--- config.mk ---
export PLATFORM = sky130hd
export DESIGN_NAME = iff_chunk_indexer_unit
export DESIGN_NICKNAME = d
export VERILOG_FILES = /design/src/iffci_pkg.sv /design/src/iffci_parser.sv /design/src/iffci_out_reg.sv /design/src/iff_chunk_indexer_unit.sv
export SDC_FILE = /design/constraint.sdc
export NUM_CORES = 1
export LEC_CHECK = 0
export BUFFER_PORTS_ARGS = -buffer_cell sky130_fd_sc_hd__buf_2
export CAP_MARGIN = 20
export CELL_PAD_IN_SITES_DETAIL_PLACEMENT = 0
export CELL_PAD_IN_SITES_GLOBAL_PLACEMENT = 1
export CORE_UTILIZATION = 45
export CTS_CLUSTER_DIAMETER = 80
export DETAILED_ROUTE_END_ITERATION = 12
export PLACE_DENSITY_LB_ADDON = 0.1
export SYNTH_ARGS = -nofsm -noshare
export SYNTH_HDL_FRONTEND = slang
export SYNTH_HIERARCHICAL = 1
export SYNTH_SLANG_ARGS = --single-unit
--- constraint.sdc ---
create_clock -name clk_i -period 16.8 [get_ports clk_i]
set_input_delay 0 -clock clk_i [delete_from_list [all_inputs] [get_ports clk_i]]
set_output_delay 0 -clock clk_i [all_outputs]
set_load 0.02 [all_outputs]
--- src/iffci_pkg.sv ---
// ----------------------------------------------------------------------------
// iffci_pkg
// shared types and constants for the iff chunk indexer
// ----------------------------------------------------------------------------
`default_nettype none

package iffci_pkg;

  typedef enum logic [2:0] {
    PH_MAGIC  = 3'd0,
    PH_LENGTH = 3'd1,
    PH_FTYPE  = 3'd2,
    PH_CTYPE  = 3'd3,
    PH_CSIZE  = 3'd4,
    PH_SKIP   = 3'd5,
    PH_DONE   = 3'd6
  } phase_e;

  typedef enum logic [1:0] {
    KIND_CHUNK   = 2'd0,
    KIND_NOT_IFF = 2'd1,
    KIND_END     = 2'd2
  } kind_e;

  typedef struct packed {
    kind_e       kind;
    logic [31:0] chunk_offset;
    logic [31:0] chunk_size;
  } result_t;

  // "FORM", first byte first
  function automatic logic [7:0] magic_byte(input logic [1:0] idx);
    logic [7:0] b;
    unique case (idx)
      2'd0: b = 8'h46;
      2'd1: b = 8'h4F;
      2'd2: b = 8'h52;
      2'd3: b = 8'h4D;
      default: b = 8'h00;
    endcase
    return b;
  endfunction

endpackage

`default_nettype wire

--- src/iffci_parser.sv ---
// ----------------------------------------------------------------------------
// iffci_parser
// parse state and the per-byte step: header fields, chunk skipping, results
// ----------------------------------------------------------------------------
`default_nettype none

module iffci_parser
  import iffci_pkg::*;
(
  input  wire logic       clk_i,
  input  wire logic       rst_ni,
  input  wire logic       step_i,
  input  wire logic [7:0] byte_i,
  input  wire logic       restart_i,
  output logic            res_valid_o,
  output result_t         res_o
);

  phase_e      phase_q, phase_d, cur_phase;
  logic [31:0] pos_q, pos_d, cur_pos, pos_inc;
  logic [31:0] shift_q, shift_d, cur_shift, shift_next;
  logic [1:0]  fbc_q, fbc_d, cur_fbc, fbc_inc;
  logic [31:0] flen_q, flen_d, cur_flen;
  logic [32:0] skip_q, skip_d, cur_skip, skip_dec;
  logic        mok_q, mok_d, cur_mok, mok_next;
  logic        last_byte;

  always_comb begin
    // restart clears the parse before this byte is taken as byte 0
    if (restart_i) begin
      cur_phase = PH_MAGIC;
      cur_pos   = '0;
      cur_shift = '0;
      cur_fbc   = '0;
      cur_flen  = '0;
      cur_skip  = '0;
      cur_mok   = 1'b1;
    end else begin
      cur_phase = phase_q;
      cur_pos   = pos_q;
      cur_shift = shift_q;
      cur_fbc   = fbc_q;
      cur_flen  = flen_q;
      cur_skip  = skip_q;
      cur_mok   = mok_q;
    end
  end

  assign pos_inc    = cur_pos + 32'd1;
  assign shift_next = {cur_shift[23:0], byte_i};
  assign fbc_inc    = cur_fbc + 2'd1;
  assign last_byte  = (cur_fbc == 2'd3);
  assign mok_next   = cur_mok & (byte_i == magic_byte(cur_fbc));
  assign skip_dec   = (cur_skip != '0) ? cur_skip - 33'd1 : cur_skip;

  always_comb begin
    phase_d     = cur_phase;
    pos_d       = cur_pos;
    shift_d     = cur_shift;
    fbc_d       = cur_fbc;
    flen_d      = cur_flen;
    skip_d      = cur_skip;
    mok_d       = cur_mok;
    res_valid_o = 1'b0;
    res_o       = '{kind: KIND_CHUNK, chunk_offset: '0, chunk_size: '0};

    if (cur_phase != PH_DONE) begin
      pos_d = pos_inc;
    end

    // the field counter only runs in the four-byte field phases
    if (cur_phase != PH_DONE && cur_phase != PH_SKIP) begin
      fbc_d = last_byte ? 2'd0 : fbc_inc;
    end

    unique case (cur_phase)
      PH_MAGIC: begin
        mok_d = mok_next;
        if (last_byte) begin
          if (!mok_next) begin
            phase_d     = PH_DONE;
            res_valid_o = 1'b1;
            res_o.kind  = KIND_NOT_IFF;
          end else begin
            phase_d = PH_LENGTH;
          end
        end
      end
      PH_LENGTH: begin
        shift_d = shift_next;
        if (last_byte) begin
          flen_d  = shift_next;
          shift_d = '0;
          phase_d = PH_FTYPE;
        end
      end
      PH_FTYPE: begin
        if (last_byte) begin
          if (pos_inc < cur_flen) begin
            phase_d = PH_CTYPE;
          end else begin
            phase_d     = PH_DONE;
            res_valid_o = 1'b1;
            res_o.kind  = KIND_END;
          end
        end
      end
      PH_CTYPE: begin
        if (last_byte) begin
          shift_d = '0;
          phase_d = PH_CSIZE;
        end
      end
      PH_CSIZE: begin
        shift_d = shift_next;
        if (last_byte) begin
          shift_d     = '0;
          res_valid_o = 1'b1;
          // zero size or a wrapped data offset ends the index
          if (shift_next == '0 || pos_inc == '0) begin
            phase_d    = PH_DONE;
            res_o.kind = KIND_END;
          end else begin
            skip_d             = {1'b0, shift_next} + {32'd0, shift_next[0]};
            phase_d            = PH_SKIP;
            res_o.kind         = KIND_CHUNK;
            res_o.chunk_offset = pos_inc;
            res_o.chunk_size   = shift_next;
          end
        end
      end
      PH_SKIP: begin
        skip_d = skip_dec;
        if (skip_dec == '0) begin
          if (pos_inc < cur_flen) begin
            phase_d = PH_CTYPE;
          end else begin
            phase_d     = PH_DONE;
            res_valid_o = 1'b1;
            res_o.kind  = KIND_END;
          end
        end
      end
      PH_DONE: begin
        phase_d = PH_DONE;
      end
      default: begin
        phase_d = PH_DONE;
      end
    endcase
  end

  always_ff @(posedge clk_i or negedge rst_ni) begin
    if (!rst_ni) begin
      phase_q <= PH_MAGIC;
      pos_q   <= '0;
      shift_q <= '0;
      fbc_q   <= '0;
      flen_q  <= '0;
      skip_q  <= '0;
      mok_q   <= 1'b1;
    end else if (step_i) begin
      phase_q <= phase_d;
      pos_q   <= pos_d;
      shift_q <= shift_d;
      fbc_q   <= fbc_d;
      flen_q  <= flen_d;
      skip_q  <= skip_d;
      mok_q   <= mok_d;
    end
  end

endmodule

`default_nettype wire

--- src/iffci_out_reg.sv ---
// ----------------------------------------------------------------------------
// iffci_out_reg
// result register holding one beat until the receiver takes it
// ----------------------------------------------------------------------------
`default_nettype none

module iffci_out_reg
  import iffci_pkg::*;
(
  input  wire logic    clk_i,
  input  wire logic    rst_ni,
  input  wire logic    load_valid_i,
  input  wire result_t load_res_i,
  input  wire logic    stall_i,
  output logic         ready_o,
  output logic         valid_o,
  output result_t      res_o
);

  logic    valid_q;
  result_t res_q;

  // free when empty or when the held beat leaves this cycle
  assign ready_o = !valid_q || !stall_i;

  always_ff @(posedge clk_i or negedge rst_ni) begin
    if (!rst_ni) begin
      valid_q <= 1'b0;
    end else if (ready_o) begin
      valid_q <= load_valid_i;
    end
  end

  always_ff @(posedge clk_i) begin
    if (ready_o && load_valid_i) begin
      res_q <= load_res_i;
    end
  end

  assign valid_o = valid_q;
  assign res_o   = res_q;

endmodule

`default_nettype wire

--- src/iff_chunk_indexer_unit.sv ---
// ----------------------------------------------------------------------------
// iff_chunk_indexer_unit
// indexes the chunks of an iff form stream, one byte per beat
// ----------------------------------------------------------------------------
// Takes one file byte per clock while not stalled, restart_i marking byte 0
// of a new file. A byte is registered on entry, parsed from there, and any
// result it causes (chunk entry, not-iff, end of index) is loaded into the
// result register when its parse step is taken. Throughput is one byte per
// cycle, set by the single parse step between the input and result
// registers; stall on the output holds the pipe and backs up to in_stall_o.
// After not-iff or end of index, bytes are dropped until restart.
`default_nettype none

module iff_chunk_indexer_unit
  import iffci_pkg::*;
(
  input  wire logic        clk_i,
  input  wire logic        rst_ni,
  input  wire logic        in_valid_i,
  output logic             in_stall_o,
  input  wire logic [7:0]  byte_in_i,
  input  wire logic        restart_i,
  output logic             out_valid_o,
  input  wire logic        out_stall_i,
  output logic [1:0]       kind_o,
  output logic [31:0]      chunk_offset_o,
  output logic [31:0]      chunk_size_o
);

  logic       in_valid_q;
  logic [7:0] byte_q;
  logic       restart_q;
  logic       out_ready;
  logic       step;
  logic       in_accept;
  logic       res_valid;
  result_t    res;
  result_t    out_res;

  assign in_stall_o = in_valid_q && !out_ready;
  assign in_accept  = in_valid_i && !in_stall_o;
  assign step       = in_valid_q && out_ready;

  always_ff @(posedge clk_i or negedge rst_ni) begin
    if (!rst_ni) begin
      in_valid_q <= 1'b0;
    end else if (in_accept) begin
      in_valid_q <= 1'b1;
    end else if (step) begin
      in_valid_q <= 1'b0;
    end
  end

  always_ff @(posedge clk_i) begin
    if (in_accept) begin
      byte_q    <= byte_in_i;
      restart_q <= restart_i;
    end
  end

  iffci_parser u_parser (
    .clk_i       (clk_i),
    .rst_ni      (rst_ni),
    .step_i      (step),
    .byte_i      (byte_q),
    .restart_i   (restart_q),
    .res_valid_o (res_valid),
    .res_o       (res)
  );

  iffci_out_reg u_out_reg (
    .clk_i        (clk_i),
    .rst_ni       (rst_ni),
    .load_valid_i (step && res_valid),
    .load_res_i   (res),
    .stall_i      (out_stall_i),
    .ready_o      (out_ready),
    .valid_o      (out_valid_o),
    .res_o        (out_res)
  );

  assign kind_o         = out_res.kind;
  assign chunk_offset_o = out_res.chunk_offset;
  assign chunk_size_o   = out_res.chunk_size;

endmodule

`default_nettype wire
==> results.txt, run 1 <==
Status: finished clean
Grt ovf: 0
F_max: 142 MHz
Max Cap Viol: 0
Met3 Use GR: 3.25%
Met2 Use GR: 43.0%
Crit share post-route: 42.1%
Met1 Track Usage GR: 46.3%
Initial DRT Pass Iterations: 5
Filler cells: 2684
RSZ-0062 raised after global routing: false
Synth-to-layout area growth: 11.9%
Comb pwr share: 24.1%
Cell Pwr Density: 102 nW/µm²
First-pass GRT wire length: 67300 µm
IO buf count: 80
Clk pwr share: 35.6%
Max clock buf depth: 3
Critical path peak fanout: 63
Die area: 29600 µm²
Cells after synthesis: 1440
Crit path capture type: flip-flop
Mean Syn Cell Area: 9.05 µm²
Initial antenna violation count: 0
Total GRT Usage: 29.7%
Top Usage Layer GRT: met1
Vias in the first global route: 10900
CTS tree: done
Warnings from Yosys: 6
Worst Clk Skew: 0.0143 ns
HPWL Detailed: 29700 µm
Die height: 172 µm
Post-synth top flop: dfrtp_1
Worst hold path type: primary input to async pin
Final nets: 1522
H-tree Lvls: 1
Worst-skew pair later-pin latency: 0.53 ns
Gpl congestion: 0.931
Core Region: 28200 µm²
Fin. max-slew vios: 0
WP data arrival: 7.21 ns
Slew @ Worst Pin: 1.00 ns
Switching power: 0.507 mW
Crit path time final: 7.07 ns
Area of the multi-input gates: 6960 µm²
Die Wd: 172 µm
VDD IR-drop max: 0.0714 mV
Fin Setup TNS: 0 ns
Leak Pwr: 5.66 nW
Drt first-iter violations: 1318
Rel. slew slack: 33.1%
Inst Count DP: 1808
Reg clk slew, reported paths: 0.06 ns
Detail Route Antenna Nets: 0
Initial Util: 46.3%
Drt via density: 6.33
Post-CTS sizing: 0
Async SR Flop Fraction: 63.2%
Post-synthesis sequential area ratio: 42.1%
Largest net degree at the start of global routing: 77
CP Class: flip-flop to flip-flop
Std cell rows: 61
WL final: 43000 µm
P_int: 0.979 mW
Post-synthesis register bit count: 204
Setup violations, final: 0
Cell Count, Final, Fillers Out: 1867
Worst setup SP type: flip-flop
Number of synthesized flops with an enable pin: 75
DRC errors left: 0
CTS Root Cell: clkbuf_16
Net Sw Frac: 34.1%
Synth cell types: 87
Sequential fraction of design power: 40.3%
Io pins: 81
Worst EP required: 16.95 ns
Layout cells sized above 1: 12.0%
FF+latch area: 5480 µm²
Synth Net Count: 1492
Vias: 11800
Cell Area, Synth: 13000 µm²
Drt wl/cell: 23.0 µm
CTS buffer count: 25
Clock Sinks: 204
Final Hold Fails: 0
-- power by group through the flow --
| stage | Clock [mW] | Sequential [mW] | Combinational, mW |
|---|---|---|---|
| final | 0.529 | 0.599 | 0.358 |
| after global routing | 0.556 | 0.602 | 0.389 |
| after CTS | 0.540 | 0.597 | 0.351 |
| after detailed placement | 0 | 0.606 | 0.347 |
| after global placement | 0 | 0.605 | 0.348 |
| after floorplan | 0 | 0.578 | 0.248 |
-- worst paths after layout --
check                      slack (ns)             endpoint  depth (start not counted)              start
max                              9.73  u_out_reg/res_o[26]                         19          restart_q
min reg2reg                      0.48    u_parser/fbc_q[1]                          2  u_parser/fbc_q[1]
min in group clk_i               0.17            byte_q[1]                          2       byte_in_i[1]
min                               0.1   u_parser/pos_q[31]                          2             rst_ni
max in group asynchronous       15.43   u_parser/skip_q[0]                          3             rst_ni
max reg2reg                      9.73  u_out_reg/res_o[26]                         19          restart_q
-- layout by cell type, fill, tap and decap left out, types with 14 or more instances in the layout --
cell,n
nor2b_1,29
o21ai_0,71
and3_1,14
edfxtp_1,75
buf_4,19
a21o_1,19
clkbuf_16,25
buf_2,79
dfrtp_1,128
o2bb2ai_1,36
nand3_1,43
a21oi_1,44
mux2i_1,26
nor3_1,48
nand4_1,32
nor2_1,130
or3_1,15
nor4_1,23
nand2_1,151
inv_1,44
xnor2_1,21
xor2_1,20
ha_1,39
a22o_1,19
and2_1,35
a22oi_1,41
a31oi_1,20
-- what timing repair did --
| action | in CTS | in global routing |
|---|---|---|
| hold endpoints to repair | 104 | 0 |
| hold buffers | 13 | 0 |
| buffers inserted | 0 | 0 |
-- per-layer routing --
| layer | share of wire (%) | vias up |
|---|---|---|
| met5 | 0 | - |
| met4 | 2.8 | 0 |
| met3 | 6.5 | 76 |
| met2 | 42 | 494 |
| met1 | 49 | 5809 |
| li1 | - | 5447 |
-- cell families after synthesis --
| logic type | after synthesis | synth area share [%] |
|---|---|---|
| fa+ha+maj | 39 | 3.75 |
| simple gates | 582 | 22.6 |
| compound gates | 383 | 21.4 |
| xor+xnor | 41 | 2.76 |
| mux | 36 | 2.86 |
| flops | 204 | 42.1 |
| buf+inv | 155 | 4.61 |
-- final cells by class --
type,count,share of cell area (%)
antenna,1,0.0172
inverter,46,1.18
tap,378,3.25
timing repair buffer,112,4.66
multi-input combinational,1081,47.8
clock buffer,38,4.83
clock inverter,7,0.644
sequential,204,37.6
-- state kept, by name (all words and copies together) (netlist names) --
signal and count:
u_out_reg/valid_o 1, u_out_reg/res_o 66, in_valid_q 1, u_parser/shift_q 24, u_parser/phase_q 3, u_parser/mok_q 1
u_parser/skip_q 33, u_parser/fbc_q 2, u_parser/flen_q 32, u_parser/pos_q 32, byte_q 8, restart_q 1
-- synthesized netlist by cell type, types with 10 or more instances --
cell,number,area [µm²]
nand3_1,43,215
a22oi_1,41,308
a21o_1,19,143
and3_1,14,87.6
nand4_1,32,200
a22o_1,19,166
or3_1,15,93.8
nor3_1,48,240
nor2_1,131,492
a221o_1,13,130
and2_1,35,219
ha_1,39,488
mux2_2,10,113
a31oi_1,20,125
inv_1,44,165
o2bb2ai_1,36,315
dfrtp_1,128,3200
a21oi_1,44,220
edfxtp_1,75,2250
o21ai_0,72,360
xor2_1,20,175
nor4_1,24,150
mux2i_1,26,260
nor2b_1,29,181
nand2_1,151,567
clkbuf_1,93,349
or2_2,10,62.6
xnor2_1,21,184
-- stage by stage --
stage	util (%)	hold slack (ns)	worst slack (ns)	instance area, µm²	power, mW
global placement	48.4	0.105	10.19	13600	0.953
floorplan	-	-0.296	9.12	13000	0.826
detailed placement	48.4	0.108	9.89	13600	0.952
CTS	51.7	0.125	9.87	14600	1.49
finish	51.7	0.0977	9.73	14600	1.49
global route	51.7	0.163	9.29	14600	1.55
-- worst max-delay path, stage by stage (launching register included) --
cell and delay [ns]:
edfxtp_1 0.35, buf_4 0.32, nor2b_1 0.61, ha_1 0.40, nand4_2 0.16, or2_1 0.44
or4_4 0.59, o21a_1 0.21, o21ai_0 0.28, inv_1 0.09, ha_1 0.31, nand4_1 0.13
nor2_1 0.19, nand2_1 0.06, o21ai_0 0.65, nor3_1 0.12, a21oi_1 0.37, and3_1 0.25
a21boi_4 0.36, buf_4 0.65
(Power assumes the default switching activity.)
==> run 2: changes to the inputs <==
--- a/config.mk
+++ b/config.mk
@@ -5,11 +5,12 @@
 export SDC_FILE = /design/constraint.sdc
 export NUM_CORES = 1
 export LEC_CHECK = 0
+export ABC_AREA = 1
 export BUFFER_PORTS_ARGS = -buffer_cell sky130_fd_sc_hd__buf_2
 export CAP_MARGIN = 20
 export CELL_PAD_IN_SITES_DETAIL_PLACEMENT = 0
 export CELL_PAD_IN_SITES_GLOBAL_PLACEMENT = 1
-export CORE_UTILIZATION = 45
+export CORE_UTILIZATION = 41
 export CTS_CLUSTER_DIAMETER = 80
 export DETAILED_ROUTE_END_ITERATION = 12
 export PLACE_DENSITY_LB_ADDON = 0.1
==> constraint.sdc (replaced) <==
create_clock -name clk_i -period 6.4 [get_ports clk_i]
set_input_delay 0 -clock clk_i [delete_from_list [all_inputs] [get_ports clk_i]]
set_output_delay 0 -clock clk_i [all_outputs]
set_load 0.02 [all_outputs]
==> results.txt, run 2 <==
Status: finished with violations
Failing checks: DRC
Initial DRT Pass Iterations: 9 (+4)
Worst EP required: 6.59 ns (-10.36 ns)
Cell Pwr Density: 348 nW/µm² (+240%)
DRC errors left: 6 (+6)
CTS tree: done
Comb pwr share: 40.1% (+16 points)
Initial antenna violation count: 0 (unchanged)
Mean Syn Cell Area: 6.82 µm² (-25%)
Vias: 15100 (+28%)
Number of synthesized flops with an enable pin: 75 (unchanged)
Final Hold Fails: 0 (unchanged)
Vias in the first global route: 13700 (+25%)
Die Wd: 193 µm (+12%)
F_max: 199 MHz (+41%)
Filler cells: 3741 (+39%)
Max FFs per register: 66 (unchanged)
Synth Net Count: 2241 (+50%)
Worst-skew pair later-pin latency: 0.58 ns (+0.05 ns)
Switching power: 2.52 mW (+400%)
Clock Sinks: 204 (unchanged)
Gpl congestion: 0.932 (about the same)
H-tree Lvls: 1 (unchanged)
Top-count cell post-synth: nand2_1
N_diodes: 0 (-1)
Total GRT Usage: 29.7% (about the same)
WP data arrival: 5.22 ns (-1.99 ns)
Crit path capture type: flip-flop
Crit path time final: 5.02 ns (-2.04 ns)
Cells after synthesis: 2189 (+52%)
Worst Clk Skew: 0.0221 ns (+0.00778 ns)
Drt via density: 5.55 (-12%)
Synth area leader: dfrtp_1
Std cell rows: 69 (+13%)
Cell Area, Synth: 14900 µm² (+15%)
Clk pwr share: 27.0% (-8.6 points)
Fin Setup TNS: 0 ns (unchanged)
Core Region: 35700 µm² (+27%)
CTS buffer count: 27 (+8.0%)
First-pass GRT wire length: 83700 µm (+25%)
Post-synthesis register bit count: 204 (unchanged)
Max Cap Viol: 0 (unchanged)
HPWL Detailed: 39700 µm (+34%)
Fin. max-slew vios: 0 (unchanged)
Post-synth top flop: dfrtp_1
Async SR Flop Fraction: 63.2% (unchanged)
Reg clk slew, reported paths: 0.06 ns (about the same)
Detail Route Antenna Nets: 0 (unchanged)
Worst hold path type: primary input to async pin
Synth cell types: 52 (-40%)
Post-synth top cells: 532 x nand2_1, 348 x nor2_1, 303 x inv_1
Commonest cells after routing, fill and taps aside: 532 x nand2_1, 345 x nor2_1, 301 x inv_1
Setup violations, final: 0 (unchanged)
Largest net degree at the start of global routing: 85 (+10%)
Drt first-iter violations: 1534 (+16%)
CTS Root Cell: clkbuf_16
Post-synth top area share: 21.5% (-3.1 points)
Post-synthesis sequential area ratio: 36.7% (-5.3 points)
Drt wl/cell: 20.1 µm (-13%)
Layout cells sized above 1: 9.48% (-2.5 points)
Max clock buf depth: 3 (unchanged)
CP Cell Sequence: inv_8 > nand2_1 > inv_1 > ha_1 > inv_1 > nor2_2 > nand2_1 > nor2_4 > nand3_1 > nand2_1 > inv_1 > ha_1 > nand4_1 > nor3_1 > a21oi_1 > nand2_1 > nand3_1 > nand2_1 > inv_1 > nor2_2 > inv_1 > a21oi_4 > buf_4
Initial Util: 41.9% (-4.4 points)
VDD IR-drop max: 0.218 mV (+210%)
Sequential fraction of design power: 32.9% (-7.4 points)
Die area: 37200 µm² (+25%)
Register-to-Register Path Depth: 23 (+4)
Die height: 193 µm (+12%)
CP Class: flip-flop to flip-flop
WL final: 54700 µm (+27%)
Worst setup SP type: flip-flop
Rel. slew slack: 31.6% (-1.4 points)
Crit share post-route: 78.5% (+36 points)
Total power: 5.78 mW (+290%)
Slew @ Worst Pin: 1.02 ns (+0.0190 ns)
IO buf count: 80 (unchanged)
Final nets: 2289 (+50%)
Critical-path top delay cell: buf_4
Net Sw Frac: 43.7% (+9.6 points)
Max stage delay on crit path: 0.56 ns (-0.09 ns)
Warnings from Yosys: 6 (unchanged)
Leak Pwr: 7.63 nW (+35%)
Most common cell after layout, fill and taps aside: nand2_1
Synth-to-layout area growth: 11.3%
Io pins: 81 (unchanged)
Grt ovf: 0 (unchanged)
Post-CTS sizing: 0 (unchanged)
P_int: 3.26 mW (+230%)
Top post-synthesis cells by area: dfrtp_1 21%, edfxtp_1 15%, nand2_1 13%
Critical path peak fanout: 52 (-17%)
RSZ-0062 raised after global routing: false
## run 2: worst paths after layout
path,start,endpoint,slack (ns)
min in group clk_i,byte_in_i[7],byte_q[7],0.13
max in group asynchronous,rst_ni,u_parser/skip_q[4],5.12
max reg2reg,restart_q,u_out_reg/res_o[65],1.38
min reg2reg,u_parser/mok_q,u_parser/mok_q,0.48
max,restart_q,u_out_reg/res_o[65],1.38
min,rst_ni,u_parser/pos_q[8],0.09
## run 2: through the flow
stage	cells	setup slack (ns)	area [µm²]	hold slack, ns	util [%]
finish	2719	1.38	16600	0.0862	46.6
global route	2719	0.835	16600	0.123	46.6
CTS	2719	1.38	16600	0.108	46.6
detailed placement	2656	1.39	15600	0.141	43.7
global placement	2656	1.48	15600	0.139	43.7
floorplan	2189	1.10	14900	-0.296	-
## run 2: cells by family (layout without fill, tap and decap cells)
group           count (synthesis)  count (layout)  share of synthesized area (%)
xor+xnor                       33              33                           1.99
buf+inv                       404             473                           11.4
flops                         204             204                           36.7
simple gates                 1126            1126                           31.8
fa+ha+maj                      39              39                           3.27
compound gates                383             383                           14.8
## run 2: power by group through the flow
| stage | clock, mW | sequential [mW] | combinational, mW |
|---|---|---|---|
| after CTS | 1.61 | 1.89 | 2.29 |
| after floorplan | 0 | 1.91 | 1.54 |
| after global placement | 0 | 1.91 | 2.27 |
| final | 1.56 | 1.90 | 2.32 |
| after detailed placement | 0 | 1.91 | 2.27 |
| after global routing | 1.64 | 1.93 | 2.58 |
## run 2: area by class of cell
type,count,area [µm²],area share [%]
flip-flops and latches,204,5480,33.0
clock buffers,37,743,4.47
well taps,461,577,3.47
repair buffers,111,684,4.12
multi-input cells,1581,7770,46.8
inverters,312,1180,7.12
clock inverters,13,169,1.02
## run 2: critical path: cells and delay by family (launching register included)
kind,cells,cell delay [ns]
DFF,1,0.49
adders and majority gates,2,0.53
and+or+nand+nor,12,1.91
AOI/OAI and AO/OA,2,0.27
buffers and inverters,7,1.32
## run 2: what timing repair did
item,in CTS,in global routing
setup buffers,0,0
endpoints found under the hold margin,103,0
hold buffers,13,0
## run 2: layer usage
metal	vias up	GRT usage, %	wire length, µm
met5	-	0	0
met4	0	7.51	1330
met3	64	4.13	4120
met2	585	42.6	22900
met1	7188	46.0	26300
li1	7247	-	-
==> run 3: changes to the inputs <==
==> constraint.sdc (replaced) <==
create_clock -name clk_i -period 4.3 [get_ports clk_i]
set_input_delay 0 -clock clk_i [delete_from_list [all_inputs] [get_ports clk_i]]
set_output_delay 0 -clock clk_i [all_outputs]
set_load 0.02 [all_outputs]
==> results.txt, run 3 (synthesis results as in run 2) <==
Status: finished with violations
Failing checks: DRC
H-tree Lvls: 1 (unchanged)
Worst EP required: 4.57 ns (-2.02 ns)
Initial Util: 41.9% (unchanged)
Cell Pwr Density: 505 nW/µm² (+45%)
Largest net degree at the start of global routing: 77 (-9.4%)
Comb pwr share: 42.0% (+1.9 points)
Final nets: 2328 (+1.7%)
Die height: 193 µm (unchanged)
Setup violations, final: 0 (unchanged)
CTS Root Cell: clkbuf_16
Synth-to-layout area growth: 14.2%
Initial antenna violation count: 0 (unchanged)
Total power: 8.60 mW (+49%)
Worst setup SP type: flip-flop
Layout cells sized above 1: 11.7% (+2.2 points)
Max Cap Viol: 0 (unchanged)
Io pins: 81 (unchanged)
Die area: 37200 µm² (unchanged)
Max clock buf depth: 3 (unchanged)
CTS buffer count: 27 (unchanged)
Final Hold Fails: 0 (unchanged)
Rel. slew slack: 42.9% (+11 points)
Die Wd: 193 µm (unchanged)
P_int: 4.80 mW (+48%)
Grt ovf: 0 (unchanged)
Worst hold path type: primary input to async pin
Drt wl/cell: 20.2 µm (+0.38%)
Std cell rows: 69 (unchanged)
Worst Clk Skew: 0.0223 ns (+0.000241 ns)
Crit path capture type: flip-flop
Leak Pwr: 7.82 nW (+2.6%)
RR Endpoint: u_out_reg/res_o[25]
Core Region: 35700 µm² (unchanged)
Reg clk slew, reported paths: 0.06 ns (about the same)
DRC errors left: 4 (-2)
Vias: 15100 (+0.41%)
Commonest cells after routing, fill and taps aside: 528 x nand2_1, 337 x nor2_1, 300 x inv_1
CP Class: flip-flop to flip-flop
Most common cell after layout, fill and taps aside: nand2_1
Sequential fraction of design power: 32.8% (about the same)
Initial DRT Pass Iterations: 10 (+1)
Clock Sinks: 204 (unchanged)
N_diodes: 0 (unchanged)
WL final: 55700 µm (+1.8%)
Reg-to-reg slack, setup: 0.32 ns (-1.06 ns)
Fin Setup TNS: 0 ns (unchanged)
CTS tree: done
Fin. max-slew vios: 0 (unchanged)
Worst-skew pair later-pin latency: 0.58 ns (about the same)
Crit share post-route: 92.6% (+14 points)
Reg-to-reg critical path startpoint: restart_q
RSZ-0062 raised after global routing: false
Critical path peak fanout: 25 (-52%)
IO buf count: 80 (unchanged)
Vias in the first global route: 13600 (-0.56%)
Gpl congestion: 0.966 (+3.7%)
HPWL Detailed: 41100 µm (+3.6%)
First-pass GRT wire length: 83500 µm (-0.26%)
Clk pwr share: 25.2% (-1.8 points)
Worst hold slack: 0.0537 ns (-0.0324 ns)
Detail Route Antenna Nets: 0 (unchanged)
Net Sw Frac: 44.2% (+0.48 points)
VDD IR-drop max: 0.332 mV (+52%)
Crit path time final: 3.98 ns (-1.04 ns)
Switching power: 3.80 mW (+50%)
F_max: 251 MHz (+26%)
Register-to-Register Path Depth: 24 (+4.3%)
Drt via density: 5.49 (-1.0%)
Max FFs per register: 66 (unchanged)
Slew @ Worst Pin: 0.856 ns (-0.167 ns)
Drt first-iter violations: 1501 (-2.2%)
Total GRT Usage: 29.8% (+0.057 points)
WP data arrival: 4.26 ns (-0.96 ns)
-- run 3: worst max-delay path by stage --
stage / startpoint / end / slack, ns / cells past startpoint
floorplan: restart_q / u_out_reg/res_o[0] / 0.003 / 27
global placement: restart_q / u_out_reg/res_o[48] / 0.32 / 22
detailed placement: restart_q / u_out_reg/res_o[48] / 0.35 / 27
CTS: restart_q / u_out_reg/res_o[49] / 0.31 / 23
global route: restart_q / u_out_reg/res_o[27] / 0.01 / 26
finish: restart_q / u_out_reg/res_o[25] / 0.32 / 24
-- run 3: cell type report --
class / count / area (µm²)
clock buffer: 33 / 708
clock inverter: 17 / 134
fill: 3723 / 18600
inverter: 312 / 1180
multi-input combinational: 1581 / 7850
sequential: 204 / 5480
tap: 461 / 577
timing repair buffer: 150 / 1110
-- run 3: power groups by stage --
stage	clock, mW	combinational [mW]	sequential, mW
after global placement	0	3.49	2.85
after CTS	2.22	3.51	2.82
after floorplan	0	2.32	2.84
final	2.17	3.61	2.82
after detailed placement	0	3.49	2.85
after global routing	2.29	4.01	2.87
-- run 3: worst max-delay path, cell delays in order, from the launching register on --
cell       delay [ns]
edfxtp_1         0.45
inv_8            0.11
buf_4            0.21
nand2_2          0.14
ha_1             0.17
nand2_1          0.05
nor2_1           0.10
nand3_1          0.12
nor2_4           0.17
nand2_4          0.20
nand2_1          0.11
nand2_1          0.06
nor2_1           0.22
nand3_1          0.14
nor2_1           0.25
nand3_1          0.14
nand2_2          0.13
nand3_1          0.11
nand2_1          0.07
inv_1            0.04
nor2_2           0.10
inv_2            0.06
a21oi_4          0.14
buf_12           0.15
clkbuf_16        0.21
-- run 3: per-layer routing --
layer	wire (µm)	GRT usage, %	vias up	part of all wire [%]
li1	-	-	7313	-
met1	26800	45.9	7226	48
met2	24000	44.2	553	43
met3	3870	3.75	54	7.0
met4	1060	5.36	0	1.9
met5	0	0	-	0
-- run 3: what timing repair did --
item                       CTS  global route
gates resized for setup      0            14
setup endpoints to repair    0            66
hold endpoints to repair    93             0
hold buffers                13             0
buffers inserted             0             3
-- run 3: per-stage QoR --
step | instance area, µm² | setup WS, ns | std cells | util, %
floorplan | 15000 | 0.00303 | 2189 | -
global placement | 15900 | 0.317 | 2690 | 44.7
global route | 17000 | 0.00951 | 2758 | 47.8
CTS | 16900 | 0.311 | 2753 | 47.4
finish | 17000 | 0.317 | 2758 | 47.8
detailed placement | 15900 | 0.348 | 2690 | 44.7
